==> config.mk <==
export PLATFORM = sky130hd
export DESIGN_NAME = kepler_equation_solver
export DESIGN_NICKNAME = d
export VERILOG_FILES = /design/src/rtl/kes_pkg.sv /design/src/rtl/kepler_equation_solver.sv
export SDC_FILE = /design/constraint.sdc
export NUM_CORES = 2
export LEC_CHECK = 0
export ABC_AREA = 1
export BUFFER_PORTS_ARGS = -buffer_cell sky130_fd_sc_hd__buf_2
export CORE_ASPECT_RATIO = 1.25
export CORE_UTILIZATION = 70
export DETAILED_ROUTE_END_ITERATION = 7
export GPL_ROUTABILITY_DRIVEN = 1
export PLACE_DENSITY = 0.95
export SETUP_SLACK_MARGIN = 0.4
export SYNTH_ARGS = -nofsm -noshare
export SYNTH_HDL_FRONTEND = slang
export SYNTH_SLANG_ARGS = --single-unit
==> constraint.sdc <==
create_clock -name i_clk -period 19.8 [get_ports i_clk]
set_input_delay 1.98 -clock i_clk [delete_from_list [all_inputs] [get_ports i_clk]]
set_output_delay 1.98 -clock i_clk [all_outputs]
set_load 0.01 [all_outputs]
==> src/rtl/kes_pkg.sv <==
package kes_pkg;

    localparam int ANGLE_WIDTH_DEF = 32;
    localparam int ECC_W           = 16;
    localparam int TOL_W           = 16;
    localparam int ITER_W          = 8;
    localparam int CFG_INDEX_W     = 8;

    localparam logic [TOL_W-1:0]  TOL_RESET   = 16'd4;
    localparam logic [ITER_W-1:0] LIMIT_RESET = 8'd100;

    localparam logic [CFG_INDEX_W-1:0] REG_TOLERANCE   = 8'd0;
    localparam logic [CFG_INDEX_W-1:0] REG_ITER_LIMIT  = 8'd1;

    // 2*pi in Q60, gain 1/K as a decimal fraction over 1e18
    localparam logic [63:0] TWO_PI_Q60 = 64'h6487ED5110B4611A;
    localparam logic [63:0] GAIN_E18   = 64'd607252935008881256;
    localparam logic [63:0] TEN_E18    = 64'd1000000000000000000;

    localparam int ATAN_DEPTH = 64;
    typedef logic [63:0] t_atan_arr [ATAN_DEPTH];

    function automatic logic [63:0] two_pi_q(input int frac);
        return (TWO_PI_Q60 + (64'd1 << (59 - frac))) >> (60 - frac);
    endfunction

    function automatic logic [63:0] pi_q(input int frac);
        return (TWO_PI_Q60 + (64'd1 << (60 - frac))) >> (61 - frac);
    endfunction

    function automatic logic [63:0] half_pi_q(input int frac);
        return (TWO_PI_Q60 + (64'd1 << (61 - frac))) >> (62 - frac);
    endfunction

    function automatic logic [63:0] round_q62(input logic [63:0] v, input int frac);
        return (v + (64'd1 << (61 - frac))) >> (62 - frac);
    endfunction

    // arctan(2^-i) from its power series, evaluated at elaboration
    function automatic t_atan_arr atan_table(input int frac);
        t_atan_arr   tab;
        logic [63:0] sum;
        logic [63:0] term;
        int          sh;
        for (int i = 0; i < ATAN_DEPTH; i++) begin
            tab[i] = 64'd0;
        end
        tab[0] = round_q62(TWO_PI_Q60 >> 1, frac);
        for (int i = 1; i < frac; i++) begin
            sum = 64'd0;
            for (int k = 0; k < 64; k++) begin
                sh = i * (2 * k + 1);
                if (sh >= 62) break;
                term = (64'd1 << (62 - sh)) / 64'(2 * k + 1);
                if (k % 2 == 1) sum = sum - term;
                else            sum = sum + term;
            end
            tab[i] = round_q62(sum, frac);
        end
        return tab;
    endfunction

    function automatic logic [63:0] gain_q(input int frac);
        logic [63:0] num;
        logic [63:0] q;
        num = GAIN_E18;
        q   = 64'd0;
        for (int k = 0; k < frac + 1; k++) begin
            num = num << 1;
            q   = q << 1;
            if (num >= TEN_E18) begin
                num = num - TEN_E18;
                q   = q | 64'd1;
            end
        end
        return (q + 64'd1) >> 1;
    endfunction

endpackage

==> src/rtl/kepler_equation_solver.sv <==
// Kepler equation solver: returns the eccentric anomaly E (Q3.F, reduced into
// [0, 2*pi)) for a mean anomaly M (signed Q4.F, F = ANGLE_WIDTH-4) and an
// eccentricity (Q0.16) by Newton-Raphson on E - e*sin(E) - M, plus a status
// bit (limit reached) and the iteration count. One item is worked at a time;
// the input is ready only while the sequencer is idle. Each Newton iteration
// runs F CORDIC micro-rotations, ANGLE_WIDTH restoring division steps
// (skipped when the quotient saturates), angle reduction, the two products
// and the update; an item repeats these steps for each iteration it uses.
// A finished result waits in the output register while the next item is
// accepted.
module kepler_equation_solver
    import kes_pkg::*;
#(
    parameter int ANGLE_WIDTH = ANGLE_WIDTH_DEF
) (
    input  logic                   i_clk,
    input  logic                   i_rst_n,
    // configuration write channel
    input  logic                   i_cfg_valid,
    output logic                   o_cfg_ready,
    input  logic [CFG_INDEX_W-1:0] i_cfg_index,
    input  logic [TOL_W-1:0]       i_cfg_data,
    // input stream
    input  logic                   s_axis_tvalid,
    output logic                   s_axis_tready,
    // tdata: mean_anomaly [ANGLE_WIDTH], eccentricity [16], zero fill
    input  logic [((ANGLE_WIDTH+ECC_W+7)/8)*8-1:0] s_axis_tdata,
    // output stream
    output logic                   m_axis_tvalid,
    input  logic                   m_axis_tready,
    // tdata: eccentric_anomaly [ANGLE_WIDTH-1], status [1], iterations_used [8], zero fill
    output logic [((ANGLE_WIDTH+ITER_W+7)/8)*8-1:0] m_axis_tdata
);

    localparam int FRAC  = ANGLE_WIDTH - 4;
    localparam int XW    = ANGLE_WIDTH + 2;
    localparam int PW    = XW + ECC_W + 1;
    localparam int QW    = ANGLE_WIDTH;
    localparam int JW    = $clog2(FRAC);
    localparam int CW    = $clog2(QW);
    localparam int OUT_W = ((ANGLE_WIDTH + ITER_W + 7) / 8) * 8;

    localparam logic signed [XW-1:0] TWO_PI  = XW'(two_pi_q(FRAC));
    localparam logic signed [XW-1:0] PI      = XW'(pi_q(FRAC));
    localparam logic signed [XW-1:0] HALF_PI = XW'(half_pi_q(FRAC));
    localparam logic signed [XW-1:0] GAIN    = XW'(gain_q(FRAC));
    localparam logic signed [XW-1:0] ONE     = XW'(64'd1 << FRAC);
    localparam logic signed [XW-1:0] E_MAX   = XW'((64'd1 << (FRAC + 3)) - 64'd1);
    localparam logic signed [XW-1:0] E_MIN   = -E_MAX - XW'(1);
    localparam t_atan_arr            ATAN    = atan_table(FRAC);
    localparam logic [QW-1:0]        Q_CAP   = {QW{1'b1}};
    localparam logic [18:0]          ECC_SWITCH = 19'd262144;

    typedef enum logic [3:0] {
        S_IDLE, S_WRAP, S_START, S_FOLD1, S_FOLD2, S_CORDIC, S_MULS, S_MULC,
        S_DEN, S_DCHK, S_DIV, S_UPD, S_OUT
    } t_state;

    t_state                  r_state, r_wret;
    logic signed [XW-1:0]    r_m, r_e, r_w, r_x, r_y, r_z, r_f;
    logic [XW-1:0]           r_fmag, r_d, r_r;
    logic [3:0]              r_sh;
    logic [QW-1:0]           r_q;
    logic [CW-1:0]           r_cnt;
    logic [ECC_W-1:0]        r_ecc;
    logic                    r_neg;
    logic [JW-1:0]           r_j;
    logic signed [PW-1:0]    r_p;
    logic [ITER_W-1:0]       r_iters;
    logic                    r_status;
    logic [TOL_W-1:0]        r_tol;
    logic [ITER_W-1:0]       r_lim;
    logic                    r_o_valid;
    logic [ANGLE_WIDTH-2:0]  r_o_ea;
    logic                    r_o_stat;
    logic [ITER_W-1:0]       r_o_iters;

    logic signed [ECC_W:0]   ecc_s;
    logic signed [XW-1:0]    mul_b, sin_v, cos_v;
    logic signed [PW-1:0]    prod;
    logic signed [XW-1:0]    atan_j, y_sh, x_sh;
    logic signed [XW-1:0]    den_v, step_v, e_new, e_sat;
    logic [XW:0]             rem_try;
    logic [ITER_W-1:0]       lim_eff, iters_nx;
    logic [18:0]             ecc_x5;
    logic                    out_load;

    assign ecc_s  = signed'({1'b0, r_ecc});
    assign sin_v  = r_neg ? -r_y : r_y;
    assign cos_v  = r_neg ? -r_x : r_x;
    assign mul_b  = (r_state == S_MULS) ? sin_v : cos_v;
    assign prod   = ecc_s * mul_b;

    assign atan_j = signed'(XW'(ATAN[6'(r_j)]));
    assign y_sh   = r_y >>> r_j;
    assign x_sh   = r_x >>> r_j;

    assign den_v   = ONE - signed'(r_p[XW+15:16]);
    assign rem_try = {r_r, r_sh[3]};
    assign step_v  = r_f[XW-1] ? -signed'(XW'(r_q)) : signed'(XW'(r_q));
    assign e_new   = r_e - step_v;
    assign e_sat   = (e_new > E_MAX) ? E_MAX : ((e_new < E_MIN) ? E_MIN : e_new);
    assign lim_eff = (r_lim == '0) ? ITER_W'(1) : r_lim;
    assign iters_nx = r_iters + ITER_W'(1);
    assign ecc_x5  = {1'b0, r_ecc, 2'b00} + 19'(r_ecc);
    assign out_load = (r_state == S_OUT) && (!r_o_valid || m_axis_tready);

    assign o_cfg_ready   = 1'b1;
    assign s_axis_tready = (r_state == S_IDLE);
    assign m_axis_tvalid = r_o_valid;
    assign m_axis_tdata  = OUT_W'({r_o_iters, r_o_stat, r_o_ea});

    always_ff @(posedge i_clk) begin
        if (!i_rst_n) begin
            r_state   <= S_IDLE;
            r_wret    <= S_IDLE;
            r_tol     <= TOL_RESET;
            r_lim     <= LIMIT_RESET;
            r_o_valid <= 1'b0;
        end else begin
            if (i_cfg_valid) begin
                if (i_cfg_index == REG_TOLERANCE)       r_tol <= i_cfg_data;
                else if (i_cfg_index == REG_ITER_LIMIT) r_lim <= i_cfg_data[ITER_W-1:0];
            end
            if (out_load)           r_o_valid <= 1'b1;
            else if (m_axis_tready) r_o_valid <= 1'b0;

            unique case (r_state)
                S_IDLE: begin
                    if (s_axis_tvalid) begin
                        r_w     <= XW'(signed'(s_axis_tdata[ANGLE_WIDTH-1:0]));
                        r_ecc   <= s_axis_tdata[ANGLE_WIDTH +: ECC_W];
                        r_iters <= '0;
                        r_wret  <= S_START;
                        r_state <= S_WRAP;
                    end
                end
                // reduce r_w into [0, 2*pi), one add per cycle
                S_WRAP: begin
                    if (r_w < 0)            r_w <= r_w + TWO_PI;
                    else if (r_w >= TWO_PI) r_w <= r_w - TWO_PI;
                    else                    r_state <= r_wret;
                end
                S_START: begin
                    r_m <= r_w;
                    if (ecc_x5 < ECC_SWITCH) begin
                        r_e <= r_w;
                    end else begin
                        r_e <= PI;
                        r_w <= PI;
                    end
                    r_state <= S_FOLD1;
                end
                S_FOLD1: begin
                    if (r_w > PI) r_w <= r_w - TWO_PI;
                    r_state <= S_FOLD2;
                end
                S_FOLD2: begin
                    if (r_w > HALF_PI) begin
                        r_z   <= r_w - PI;
                        r_neg <= 1'b1;
                    end else if (r_w < -HALF_PI) begin
                        r_z   <= r_w + PI;
                        r_neg <= 1'b1;
                    end else begin
                        r_z   <= r_w;
                        r_neg <= 1'b0;
                    end
                    r_x     <= GAIN;
                    r_y     <= '0;
                    r_j     <= '0;
                    r_state <= S_CORDIC;
                end
                S_CORDIC: begin
                    if (!r_z[XW-1]) begin
                        r_x <= r_x - y_sh;
                        r_y <= r_y + x_sh;
                        r_z <= r_z - atan_j;
                    end else begin
                        r_x <= r_x + y_sh;
                        r_y <= r_y - x_sh;
                        r_z <= r_z + atan_j;
                    end
                    r_j <= r_j + JW'(1);
                    if (r_j == JW'(FRAC - 1)) r_state <= S_MULS;
                end
                S_MULS: begin
                    r_p     <= prod;
                    r_state <= S_MULC;
                end
                S_MULC: begin
                    r_f     <= r_e - signed'(r_p[XW+15:16]) - r_m;
                    r_p     <= prod;
                    r_state <= S_DEN;
                end
                S_DEN: begin
                    r_d     <= (den_v < XW'(1)) ? XW'(1) : den_v;
                    r_fmag  <= r_f[XW-1] ? -r_f : r_f;
                    r_state <= S_DCHK;
                end
                S_DCHK: begin
                    if ({4'b0000, r_fmag} >= {r_d, 4'b0000}) begin
                        r_q     <= Q_CAP;
                        r_state <= S_UPD;
                    end else begin
                        r_r     <= r_fmag >> 4;
                        r_sh    <= r_fmag[3:0];
                        r_q     <= '0;
                        r_cnt   <= '0;
                        r_state <= S_DIV;
                    end
                end
                // restoring division, one quotient bit per cycle
                S_DIV: begin
                    if (rem_try >= {1'b0, r_d}) begin
                        r_r <= XW'(rem_try - {1'b0, r_d});
                        r_q <= {r_q[QW-2:0], 1'b1};
                    end else begin
                        r_r <= rem_try[XW-1:0];
                        r_q <= {r_q[QW-2:0], 1'b0};
                    end
                    r_sh  <= {r_sh[2:0], 1'b0};
                    r_cnt <= r_cnt + CW'(1);
                    if (r_cnt == CW'(QW - 1)) r_state <= S_UPD;
                end
                S_UPD: begin
                    r_e     <= e_sat;
                    r_w     <= e_sat;
                    r_iters <= iters_nx;
                    r_state <= S_WRAP;
                    if (iters_nx == lim_eff) begin
                        r_status <= 1'b1;
                        r_wret   <= S_OUT;
                    end else if (r_fmag <= XW'(r_tol)) begin
                        r_status <= 1'b0;
                        r_wret   <= S_OUT;
                    end else begin
                        r_wret   <= S_FOLD1;
                    end
                end
                S_OUT: begin
                    if (out_load) begin
                        r_o_ea    <= r_w[ANGLE_WIDTH-2:0];
                        r_o_stat  <= r_status;
                        r_o_iters <= r_iters;
                        r_state   <= S_IDLE;
                    end
                end
                default: r_state <= S_IDLE;
            endcase
        end
    end

endmodule

==> results.toml <==
[setup_path]
cp_data_required_time_ps = 20230
rr_startpoint = "r_state[2]"
critPathKind = "reg -> reg"
path_common_cell = "inv_1"
cp_slowest_cell = "o21ai_0"
ff2ff_setup_slack_ps = 10210
startpoint_type = "flip-flop"
r2r_cells = 35
r2r_end = "r_p[38]"
crit_path_end_kind = "flip-flop"
max_stage_delay_ps = 690
crit_arrival_ps = 10020
path_max_fanout = 32

[synthesis]
ys.flop_type = "edfxtp_1"
syn_avg_cell_area_um2 = 7.232
synth_top_area_share_pct = 21.77
synth_nets = 10290
synth_seq_area_share_pct = 22.73
ys_types = 69
synthTopCellsByArea = "edfxtp_1 (22%), fa_1 (16%), nand2_1 (12%)"
synth_top_area_cell = "edfxtp_1"
async_reset_ff_share_pct = 0
ys_ff_latch = 518
ys_warn_count = 0
syn-cell-area_um2 = 67030
synth_edf_count = 486
netlist_instances = 9268

[worst_hold_path]
min_to = "r_o_stat"
hp-start = "r_status"
whs_path_depth = 0
hold_path.class = "reg -> reg"

[layout]
syn2layout_area_growth_pct = 5.042
nets = 10240
final_layout_size_suffix_gt1_share_pct = 4.675

[floorplanning]
die-area_um2 = 97010
placementRows = 126
start_util_pct = 70.86
die_h_um = 348.0
core-area_um2 = 94590
io-pin-count = 120
die_w_um = 278.8

[detailed_routing]
drt_iter0_markers = 9217
via_per_inst = 6.487
ant_nets = 0
drt-total-wl_um = 244900
vias = 68010
dr.pass1.iters = 8
wl_per_cell_um = 23.36
drc = 46

[cts]
cts_tree = "yes"
post_cts_buffers = 0
cts_hold_buf = 0
numCtsBuffers = 57
clk_latency_ps = 710
cts_buffer_depth = 3
cts-root-buf = "clkbuf_16"
post_cts_resized = 0
cts.sinks = 518
cts-htree-levels = 2
cts.clk_slew.worst_paths_ps = 70

[global_route]
track_usage_pct = 50.32
grt_max_degree = 87
grt_antenna_before_repair = 13
grt_pass1_wl_um = 373600
grt_pass1_vias = 67240
grt_overflow = 0

[sta]
min_period_over_period_pct = 48.43
hold_violations = 0
fin_skew_ps = 61.97
slew_headroom_pct = 15.09
setup_viol = 0
setup_tns_ps = 0
rsz0062_at_grt = "no"
worstMarginPinSlew_ps = 1274
finalCriticalPeriod_ps = 9589
slew_viol_final = 0
fmax_ghz = 0.1043

[placed_design]
dp_hpwl_um = 185200
io_buffers = 118
routabilityCongestion = 1.081

[power_and_ir_drop]
vdd_drop_max_uv = 177.8
p_per_area_nw_per_um2 = 96.19
p_leak_uw = 0.03331
p_total_uw = 6773

[flow_run]
max_cap_viol_count = 0

[run_status]
violations = "design-rule violations"
status = "finished, violations left"
report_power, final:
group	internal (uW)	switching, uW	total [uW]
clock network	655	525	1180
registers	1400	68.7	1470
logic	1440	2690	4130
total	3490	3280	6770
state kept, by name, indices dropped and copies added, names as in the netlist, 31 cells and up:
signal and cells:
r_w 34, r_x 34, r_q 32, r_r 34, r_z 34, r_y 34
r_fmag 34, r_o_ea 31, r_p 34, r_e 34, r_f 34, r_m 34
r_d 34
per-stage QoR:
stage	instances	utilization (%)	setup slack, ps	hold slack [ps]	instance area (um^2)
6_report	10480	74.44	10210	431.5	70410
3_5_place_dp	10370	72.30	10880	405.7	68390
3_3_place_gp	10370	72.30	11070	406.4	68390
5_1_grt	10480	74.42	10030	455.0	70400
4_1_cts	10480	74.42	10870	431.5	70400
2_1_floorplan	9268	-	12480	400.3	67030
cell usage after synthesis (5+ instances only):
cell	number
nand4_1	107
buf_2	61
xor2_1	252
fa_1	548
or2_2	29
clkinv_1	23
nand2_1	2124
nor3_1	117
buf_6	16
a21boi_0	10
nor3_2	7
o21ai_1	33
nor2_4	12
a221oi_1	10
ha_1	400
o21ai_0	523
a21oi_1	598
o21bai_1	22
nand3_1	648
o21a_1	42
inv_1	1462
a211oi_1	23
buf_1	26
buf_4	12
clkbuf_1	184
a21o_1	38
o211ai_1	42
nor3b_1	6
inv_2	22
nor4_1	50
edfxtp_1	486
o22ai_1	15
xnor2_1	91
nor2_2	23
nand3_2	5
and3_1	5
dfxtp_1	32
nand2_2	22
o31ai_1	26
a31oi_1	59
o2111ai_1	8
nor2_1	971
nand3b_1	29
per-layer routing:
| layer | up-vias | routed length (um) | track usage, % | share of wire (%) |
|---|---|---|---|---|
| met5 | - | 82 | 0.05028 | 0.033 |
| met4 | 12 | 25610 | 42.20 | 10 |
| met1 | 31240 | 80740 | 57.05 | 33 |
| li1 | 29930 | - | - | - |
| met2 | 5137 | 107000 | 78.41 | 44 |
| met3 | 1689 | 31430 | 14.83 | 13 |
cell type report:
class                           instances  area, um^2
Clock buffer                           63        1449
Clock inverter                         43       563.0
Inverter                             1510        5674
Multi-Input combinational cell       6941       44850
Tap cell                             1216        1521
Fill cell                            7309       24180
Sequential cell                       518       15230
Antenna cell                            5       12.51
Timing Repair Buffer                  187        1109
worst max-delay path by stage:
stage	cells after the start	slack, ps	to	startpoint
final	35	10210	r_p[38]	r_state[2]
after global routing	37	10030	r_p[40]	r_state[2]
after CTS	35	10870	r_p[38]	r_state[2]
after detailed placement	35	10880	r_p[38]	r_state[2]
after global placement	35	11070	r_p[38]	r_state[2]
after floorplan	3	12480	r_j[0]	i_rst_n
critical path: cells and delay by family (launching register included):
kind / cells / cell delay [ps]
buffers and inverters: 11 / 2010
AND/OR/NAND/NOR: 11 / 1700
AO/OA/AOI/OAI: 5 / 1720
adder cells (fa/ha/maj): 7 / 3380
XOR/XNOR: 1 / 60
flip-flops: 1 / 360
placed cells by master (no fill, tap or decap), types with 50 or more instances in the layout:
cell type / instances
nand2_1: 2124
inv_1: 1459
nor2_1: 960
nand3_1: 647
a21oi_1: 597
fa_1: 548
o21ai_0: 522
edfxtp_1: 486
ha_1: 400
xor2_1: 252
buf_2: 118
nor3_1: 114
nand4_1: 107
xnor2_1: 91
buf_4: 69
a31oi_1: 59
clkbuf_16: 57
nor4_1: 50
logic make-up after synthesis:
kind of cell | share of synthesized area [%]
compound gates | 12.26
xor+xnor | 4.506
fa+ha+maj | 23.83
buf+inv | 10.50
flops | 22.73
other cells | 0.01120
simple gates | 26.16
No activity file was read; power rests on OpenSTA's default activity.
